==> config.mk <==
export PLATFORM = sky130hd
export DESIGN_NAME = wildcard_bit_pattern_cluster_check_unit
export DESIGN_NICKNAME = d
export VERILOG_FILES = /design/src/hdl/wbpc_pkg.sv /design/src/hdl/wbpc_cell.sv /design/src/hdl/wbpc_accum.sv /design/src/hdl/wildcard_bit_pattern_cluster_check_unit.sv
export SDC_FILE = /design/constraint.sdc
export NUM_CORES = 2
export LEC_CHECK = 0
export BUFFER_PORTS_ARGS = -buffer_cell sky130_fd_sc_hd__clkbuf_2
export CAP_MARGIN = 20
export CORE_MARGIN = 2
export CORE_UTILIZATION = 37
export DETAILED_ROUTE_END_ITERATION = 6
export PLACE_DENSITY = 0.6
export SLEW_MARGIN = 20
export SYNTH_ARGS = -nofsm -noshare
export SYNTH_HDL_FRONTEND = slang
export SYNTH_SLANG_ARGS = --single-unit
==> constraint.sdc <==
create_clock -name aclk -period 21.9 [get_ports aclk]
set_input_delay 4.38 -clock aclk [delete_from_list [all_inputs] [get_ports aclk]]
set_output_delay 4.38 -clock aclk [all_outputs]
set_load 0.01 [all_outputs]
==> src/hdl/wbpc_pkg.sv <==
// Package for the wildcard bit-pattern cluster checker.
// Holds shared widths, register indexes and the control word handed along the cell chain.
// No dependencies.
package wbpc_pkg;

    localparam int DATA_W  = 8;   // bits per cluster byte, one cell per bit
    localparam int LEN_W   = 7;   // pattern length register width
    localparam int HIT_W   = 5;   // per-byte hit count, up to sixteen
    localparam int COUNT_W = 16;  // saturating match count
    localparam int APB_DW  = 64;
    localparam int APB_AW  = 6;
    localparam int NUM_PAT = 2;

    localparam logic [COUNT_W-1:0] COUNT_MAX         = 16'hFFFF;
    localparam logic [COUNT_W-1:0] MAX_MATCHES_RESET = 16'd19;

    // Register indexes, paddr[5:3]
    localparam logic [2:0] REG_A_BITS      = 3'd0;
    localparam logic [2:0] REG_A_CARE      = 3'd1;
    localparam logic [2:0] REG_A_LEN       = 3'd2;
    localparam logic [2:0] REG_B_BITS      = 3'd3;
    localparam logic [2:0] REG_B_CARE      = 3'd4;
    localparam logic [2:0] REG_B_LEN       = 3'd5;
    localparam logic [2:0] REG_MAX_MATCHES = 3'd6;

    typedef struct packed {
        logic             valid;
        logic             last;
        logic [LEN_W-1:0] pre;   // cluster bits before this byte, saturated at 64
        logic [HIT_W-1:0] hits;  // matches found so far for this byte
    } stage_ctrl_t;

endpackage

==> src/hdl/wbpc_cell.sv <==
// One bit-alignment cell of the checker chain.
// Depends on wbpc_pkg for the stage control word.
module wbpc_cell #(
    parameter int PATTERN_BITS = 64,
    parameter int IDX          = 0
) (
    input  logic                        aclk,
    input  logic                        aresetn,
    input  logic                        adv,
    input  logic [PATTERN_BITS+7:0]     win_i,
    input  wbpc_pkg::stage_ctrl_t       ctrl_i,
    input  logic [PATTERN_BITS-1:0]     pat_bits [wbpc_pkg::NUM_PAT],
    input  logic [PATTERN_BITS-1:0]     pat_care [wbpc_pkg::NUM_PAT],
    input  logic [wbpc_pkg::LEN_W-1:0]  pat_len  [wbpc_pkg::NUM_PAT],
    output logic [PATTERN_BITS+7:0]     win_o,
    output wbpc_pkg::stage_ctrl_t       ctrl_o
);
    import wbpc_pkg::*;

    localparam int HW  = PATTERN_BITS;
    localparam int LSB = DATA_W - 1 - IDX;

    logic [HW-1:0]    slice;
    logic [LEN_W:0]   seen;
    logic [HIT_W-1:0] hits_next;
    logic             valid_reg;
    stage_ctrl_t      ctrl_reg;
    stage_ctrl_t      ctrl_next;
    logic [HW+7:0]    win_reg;

    // history as it stands once this cell's bit has been shifted in
    assign slice = win_i[LSB +: HW];
    assign seen  = {1'b0, ctrl_i.pre} + (LEN_W+1)'(IDX + 1);

    always_comb begin
        hits_next = ctrl_i.hits;
        for (int p = 0; p < NUM_PAT; p++) begin
            if ((pat_len[p] != '0) && (seen >= {1'b0, pat_len[p]}) &&
                (((slice ^ pat_bits[p]) & pat_care[p]) == '0)) begin
                hits_next = hits_next + HIT_W'(1);
            end
        end
        ctrl_next      = ctrl_i;
        ctrl_next.hits = hits_next;
    end

    always_ff @(posedge aclk) begin
        if (!aresetn) begin
            valid_reg <= 1'b0;
        end else if (adv) begin
            valid_reg <= ctrl_i.valid;
        end
    end

    always_ff @(posedge aclk) begin
        if (adv) begin
            win_reg  <= win_i;
            ctrl_reg <= ctrl_next;
        end
    end

    always_comb begin
        ctrl_o       = ctrl_reg;
        ctrl_o.valid = valid_reg;
    end

    assign win_o = win_reg;

endmodule

==> src/hdl/wbpc_accum.sv <==
// Tail of the checker chain: running cluster count, pass decision and result register.
// Depends on wbpc_pkg for the stage control word and count constants.
module wbpc_accum (
    input  logic                          aclk,
    input  logic                          aresetn,
    input  wbpc_pkg::stage_ctrl_t         tail,
    input  logic [wbpc_pkg::COUNT_W-1:0]  max_matches,
    input  logic                          m_ready,
    output logic                          adv,
    output logic                          m_valid,
    output logic                          m_cluster_ok,
    output logic [wbpc_pkg::COUNT_W-1:0]  m_match_count
);
    import wbpc_pkg::*;

    logic [COUNT_W-1:0] total_reg, total_next;
    logic [COUNT_W:0]   sum;
    logic [COUNT_W-1:0] sat;
    logic               out_valid_reg, out_valid_next;
    logic               ok_reg;
    logic [COUNT_W-1:0] count_reg;
    logic               load;

    assign sum  = {1'b0, total_reg} + (COUNT_W+1)'(tail.hits);
    assign sat  = sum[COUNT_W] ? COUNT_MAX : sum[COUNT_W-1:0];
    // hold the chain only when a second result would land on a waiting one
    assign adv  = !(tail.valid && tail.last && out_valid_reg && !m_ready);
    assign load = adv && tail.valid && tail.last;

    always_comb begin
        total_next = total_reg;
        if (adv && tail.valid) begin
            total_next = tail.last ? '0 : sat;
        end
        out_valid_next = load || (out_valid_reg && !m_ready);
    end

    always_ff @(posedge aclk) begin
        if (!aresetn) begin
            total_reg     <= '0;
            out_valid_reg <= 1'b0;
        end else begin
            total_reg     <= total_next;
            out_valid_reg <= out_valid_next;
        end
    end

    always_ff @(posedge aclk) begin
        if (load) begin
            count_reg <= sat;
            ok_reg    <= (sat != '0) && (sat <= max_matches);
        end
    end

    assign m_valid       = out_valid_reg;
    assign m_cluster_ok  = ok_reg;
    assign m_match_count = count_reg;

endmodule

==> src/hdl/wildcard_bit_pattern_cluster_check_unit.sv <==
// Wildcard bit-pattern cluster checker: counts, over one cluster of bytes taken MSB first,
// the matches of each of two don't-care patterns at every bit alignment, and on the last
// byte returns the saturated count and a pass flag (one to max_matches inclusive). It takes
// one byte item every cycle; each byte passes a feed register, a chain of eight alignment
// cells (one per bit of the byte, each testing both patterns) and then the count register.
// The input stalls only when a cluster result reaches the chain's end while the previous
// result is still not taken. A byte that brings a cluster to CLUSTER_BYTES bytes closes it
// regardless of last_byte. Configuration goes through the APB port (64-bit data, register i
// at 8*i) and must be written only while no item is in flight. There is no clearing pass
// after reset. Depends on wbpc_pkg, wbpc_cell and wbpc_accum.
module wildcard_bit_pattern_cluster_check_unit #(
    parameter int CLUSTER_BYTES = 4096,
    parameter int PATTERN_BITS  = 64
) (
    input  logic                          aclk,
    input  logic                          aresetn,
    input  logic                          s_valid,
    output logic                          s_ready,
    input  logic [wbpc_pkg::DATA_W-1:0]   s_data_byte,
    input  logic                          s_last_byte,
    output logic                          m_valid,
    input  logic                          m_ready,
    output logic                          m_cluster_ok,
    output logic [wbpc_pkg::COUNT_W-1:0]  m_match_count,
    input  logic                          psel,
    input  logic                          penable,
    input  logic                          pwrite,
    input  logic [wbpc_pkg::APB_AW-1:0]   paddr,
    input  logic [wbpc_pkg::APB_DW-1:0]   pwdata,
    output logic [wbpc_pkg::APB_DW-1:0]   prdata,
    output logic                          pready
);
    import wbpc_pkg::*;

    localparam int HW     = PATTERN_BITS;
    localparam int WW     = HW + DATA_W;
    localparam int NCELL  = DATA_W;
    localparam int CNT_W  = ($clog2(CLUSTER_BYTES) < 4) ? 4 : $clog2(CLUSTER_BYTES);
    localparam logic [CNT_W-1:0] END_CNT = CNT_W'(CLUSTER_BYTES - 1);

    // ---------------------------------------------------------------- configuration
    logic [APB_DW-1:0]  bits_reg [NUM_PAT];
    logic [APB_DW-1:0]  care_reg [NUM_PAT];
    logic [LEN_W-1:0]   len_reg  [NUM_PAT];
    logic [COUNT_W-1:0] max_matches_reg;
    logic               cfg_wr;
    logic [2:0]         cfg_idx;

    assign pready  = 1'b1;
    assign cfg_wr  = psel && penable && pwrite;
    assign cfg_idx = paddr[APB_AW-1:3];

    always_ff @(posedge aclk) begin
        if (!aresetn) begin
            for (int p = 0; p < NUM_PAT; p++) begin
                bits_reg[p] <= '0;
                care_reg[p] <= '0;
                len_reg[p]  <= '0;
            end
            max_matches_reg <= MAX_MATCHES_RESET;
        end else if (cfg_wr) begin
            unique case (cfg_idx)
                REG_A_BITS:      bits_reg[0]     <= pwdata;
                REG_A_CARE:      care_reg[0]     <= pwdata;
                REG_A_LEN:       len_reg[0]      <= pwdata[LEN_W-1:0];
                REG_B_BITS:      bits_reg[1]     <= pwdata;
                REG_B_CARE:      care_reg[1]     <= pwdata;
                REG_B_LEN:       len_reg[1]      <= pwdata[LEN_W-1:0];
                REG_MAX_MATCHES: max_matches_reg <= pwdata[COUNT_W-1:0];
                default: ;  // drop writes to unmapped addresses
            endcase
        end
    end

    always_comb begin
        unique case (cfg_idx)
            REG_A_BITS:      prdata = bits_reg[0];
            REG_A_CARE:      prdata = care_reg[0];
            REG_A_LEN:       prdata = APB_DW'(len_reg[0]);
            REG_B_BITS:      prdata = bits_reg[1];
            REG_B_CARE:      prdata = care_reg[1];
            REG_B_LEN:       prdata = APB_DW'(len_reg[1]);
            REG_MAX_MATCHES: prdata = APB_DW'(max_matches_reg);
            default:         prdata = '0;
        endcase
    end

    // Effective patterns: clamp the length to the history width and fold the length
    // into the care mask, so each cell needs only one masked compare per pattern.
    logic [HW-1:0]    pat_bits [NUM_PAT];
    logic [HW-1:0]    pat_care [NUM_PAT];
    logic [LEN_W-1:0] pat_len  [NUM_PAT];

    always_comb begin
        for (int p = 0; p < NUM_PAT; p++) begin
            pat_len[p]  = (len_reg[p] > LEN_W'(HW)) ? LEN_W'(HW) : len_reg[p];
            pat_bits[p] = bits_reg[p][HW-1:0];
            for (int i = 0; i < HW; i++) begin
                pat_care[p][i] = care_reg[p][i] && (LEN_W'(i) < pat_len[p]);
            end
        end
    end

    // ---------------------------------------------------------------- feed stage
    // History and byte count depend only on the bytes themselves, so keep them here
    // and hand each cell the full window it needs.
    logic [HW-1:0]    hist_reg,  hist_next;
    logic [CNT_W-1:0] byte_cnt_reg, byte_cnt_next;
    logic             accept;
    logic             adv;
    logic             cluster_end;
    logic [WW-1:0]    win_in;
    logic [LEN_W-1:0] pre_in;
    logic             feed_valid_reg;
    logic             feed_last_reg;
    logic [LEN_W-1:0] feed_pre_reg;
    logic [WW-1:0]    win  [NCELL];
    stage_ctrl_t      ctrl [NCELL+1];

    assign s_ready     = adv;
    assign accept      = s_valid && s_ready;
    assign win_in      = {hist_reg, s_data_byte};
    assign cluster_end = s_last_byte || (byte_cnt_reg == END_CNT);
    // bits of this cluster already taken in, saturated at 64
    assign pre_in      = (byte_cnt_reg >= CNT_W'(8)) ? LEN_W'(64)
                                                     : LEN_W'({byte_cnt_reg[2:0], 3'b000});

    always_comb begin
        hist_next     = hist_reg;
        byte_cnt_next = byte_cnt_reg;
        if (accept) begin
            hist_next     = cluster_end ? '0 : win_in[HW-1:0];
            byte_cnt_next = cluster_end ? '0 : byte_cnt_reg + CNT_W'(1);
        end
    end

    always_ff @(posedge aclk) begin
        if (!aresetn) begin
            hist_reg       <= '0;
            byte_cnt_reg   <= '0;
            feed_valid_reg <= 1'b0;
        end else begin
            hist_reg     <= hist_next;
            byte_cnt_reg <= byte_cnt_next;
            if (adv) begin
                feed_valid_reg <= accept;
            end
        end
    end

    always_ff @(posedge aclk) begin
        if (adv) begin
            win[0]        <= win_in;
            feed_last_reg <= cluster_end;
            feed_pre_reg  <= pre_in;
        end
    end

    always_comb begin
        ctrl[0].valid = feed_valid_reg;
        ctrl[0].last  = feed_last_reg;
        ctrl[0].pre   = feed_pre_reg;
        ctrl[0].hits  = '0;
    end

    // ---------------------------------------------------------------- cell chain
    for (genvar g = 0; g < NCELL; g++) begin : g_cell
        if (g < NCELL - 1) begin : g_mid
            wbpc_cell #(.PATTERN_BITS(PATTERN_BITS), .IDX(g)) u_cell (
                .aclk     (aclk),
                .aresetn  (aresetn),
                .adv      (adv),
                .win_i    (win[g]),
                .ctrl_i   (ctrl[g]),
                .pat_bits (pat_bits),
                .pat_care (pat_care),
                .pat_len  (pat_len),
                .win_o    (win[g+1]),
                .ctrl_o   (ctrl[g+1])
            );
        end else begin : g_end
            // the last cell's window goes nowhere
            wbpc_cell #(.PATTERN_BITS(PATTERN_BITS), .IDX(g)) u_cell (
                .aclk     (aclk),
                .aresetn  (aresetn),
                .adv      (adv),
                .win_i    (win[g]),
                .ctrl_i   (ctrl[g]),
                .pat_bits (pat_bits),
                .pat_care (pat_care),
                .pat_len  (pat_len),
                .win_o    (),
                .ctrl_o   (ctrl[g+1])
            );
        end
    end

    // ---------------------------------------------------------------- count and result
    wbpc_accum u_accum (
        .aclk          (aclk),
        .aresetn       (aresetn),
        .tail          (ctrl[NCELL]),
        .max_matches   (max_matches_reg),
        .m_ready       (m_ready),
        .adv           (adv),
        .m_valid       (m_valid),
        .m_cluster_ok  (m_cluster_ok),
        .m_match_count (m_match_count)
    );

endmodule

==> results.toml <==
[detailed_routing]
first_pass_iters = 6
wl_per_cell_um = 46.9
drt_iter0_markers = 7563
antenna_left = 0
routed_wl_mm = 321
via_per_inst = 6.51
route.detailed.drc = 0
vias = 44500

[synthesis]
ys.flop_type = "edfxtp_1"
yosysTopAreaCell = "edfxtp_1"
synth_edf_count = 904
ys_types = 99
yosys_warnings = 0
seq_area_frac_synth = 0.544
synth_area_leaders = "edfxtp_1 50%, xnor2_1 15%, dfxtp_1 4.3%, o22ai_1 4.0%, xor2_1 2.6%"
netlist_area_um2 = 54200
ys_ff_latch = 1021
syn_nets = 4731
synth_top_area_share = 0.501
synth_area_per_cell_um2 = 11.9
synthCells = 4548
synth-async-reset-ratio = 0

[worst_setup_path]
critical_path_class = "input port to primary output"
reg2reg_depth = 14
crit_path_end_kind = "primary output"
crit_arrival_ps = 7560
rr_endpoint = "g_cell[6].g_mid.u_cell.ctrl_o[2]"
crit_fanout = 30
cp-start-kind = "input port"
r2r_start = "len_reg[0][6]"
reg2reg_slack_ps = 15890
required_ps = 17520

[worst_hold_path]
whs_path_depth = 0
holdPathEnd = "g_cell[3].g_mid.u_cell.win_o[0]"
hold_path_startpoint = "g_cell[2].g_mid.u_cell.win_o[0]"
hp-class = "register to register"

[global_routing]
grtUsageTotal = 0.418
overflow = 0
grt_max_degree = 134
grt_pass1_vias = 40400
grt_pass1_wl_mm = 412
antenna_found_initial = 29

[clock_network]
cts_tree = "done"
cts-buffers-inserted = 117
cts_buffer_depth = 3
clockRootBuffer = "clkbuf_16"
cts_sinks = 1021
post-cts-setup-buffer-count = 0
worstSkewPairLatency_ps = 800
clkTransAtPathRegs_ps = 60
htree_levels = 3
holdBufCountCts = 0
cts_resized = 0

[power]
p_per_area_nw_per_um2 = 82.8
p_leak_uw = 0.0222
ir_worst_vdd_mv = 0.0686

[timing]
hold_viol_final = 0
slew_headroom = 0.141
worst_hold_slack_ps = 412
max_clock_freq_mhz = 83.7
period_share = 0.545
slew_violations = 0
fin_setup_tns_ps = 0
fin_crit_ps = 11940
finClkSkew_ps = 50.5
rsz0062_at_grt = "false"
tightest_slew_ps = 1280
setup_violations = 0

[floorplan]
coreArea_um2 = 146000
floorplan.initialDensity = 0.372
dieHeight_um = 387
dieArea_um2 = 150000
rows = 140
die-width_um = 387
ioPinCount = 170

[run]
cap_violations = 0

[place]
placement.io_buffers = 165
gp_congestion = 1.05
dp_hpwl_mm = 244

[finish]
area_growth_pct = 15.8
nets = 4979
final_cell_mix = "930 x xnor2_1, 904 x edfxtp_1, 347 x o22ai_1"
nFillCells = 13700
final_common_cell = "xnor2_1"
largest_register_ffs = 469
drive_above_1_share = 0.147

[outcome]
status = "completed"
how the worst max path moves through the flow:
| stage | start | cells past startpoint | endpoint |
|---|---|---|---|
| 3_3_place_gp | paddr[4] | 6 | prdata[39] |
| 6_report | paddr[4] | 6 | prdata[39] |
| 3_5_place_dp | paddr[4] | 6 | prdata[39] |
| 5_1_grt | paddr[4] | 6 | prdata[40] |
| 4_1_cts | paddr[4] | 6 | prdata[39] |
| 2_1_floorplan | m_ready | 11 | hist_reg[13] |
final cells by class:
class / instances / area, um^2 / share of cell area
clock buffers: 150 / 3260 / 0.0519
well taps: 1917 / 2400 / 0.0382
multi-input cells: 3198 / 23700 / 0.378
flip-flops and latches: 1021 / 29500 / 0.470
inverters: 47 / 184 / 0.00293
repair buffers: 411 / 2710 / 0.0431
diodes: 20 / 50.0 / 0.000797
clock inverters: 70 / 941 / 0.0150
kinds of logic after synthesis:
family	Yosys count	share of synthesized area
DFF	1021	0.544
and+or+nand+nor	947	0.0901
xor gates and xnor gates	1092	0.176
buffers and inverters	329	0.0239
other	1	0.0000692
muxes	34	0.00697
adders and majority gates	98	0.0227
AOI/OAI and AO/OA	1026	0.136
layer usage:
metal	routed length, um	up-vias	track usage	share of wire
met1	131000	22800	0.573	0.41
met5	266	-	0	0.00083
met2	131000	3363	0.592	0.41
met4	18300	16	0.189	0.057
met3	39800	784	0.143	0.12
li1	-	17500	-	-
cell usage after synthesis, types with 21 or more instances:
master	n
xnor2_1	930
a22o_1	49
nand4_1	39
nand2_1	304
o21ai_1	30
o22ai_1	347
o221ai_1	34
buf_1	112
nand3_1	51
o2111ai_1	22
dfxtp_1	117
nor2b_1	33
o21ai_0	60
nor3_1	22
nor2_1	148
a221o_1	53
a22oi_1	50
mux2i_1	22
and2_1	157
nand2b_1	23
o211ai_1	35
inv_1	43
a21boi_0	25
ha_1	96
edfxtp_1	904
and3_1	24
nor4_1	79
a21oi_1	118
buf_2	22
xor2_1	162
clkbuf_1	143
or4_1	21
stage by stage:
stage               setup slack, ps  instances  instance area [um^2]  power, uW   util
floorplan                       429       4548                 54200       2590      -
global placement              10160       6593                 58500       3020  0.402
detailed placement            10090       6594                 58500       3020  0.402
CTS                           10070       6814                 62700       5160  0.431
global route                   9920       6827                 62800       5260  0.431
finish                         9960       6834                 62800       5200  0.431
worst max-delay path: stages:
cell	delay [ps]
clkbuf_2	660
and2_1	540
nor2b_4	860
buf_4	510
a221o_1	360
clkbuf_2	180
power breakdown:
part	internal, uW	leakage, uW	switching [uW]	total, uW
combinational	233	0.00898	554	787
sequential	2150	0.0111	93.9	2250
clock	1250	0.00202	912	2160
No activity file was read; power rests on OpenSTA's default activity.
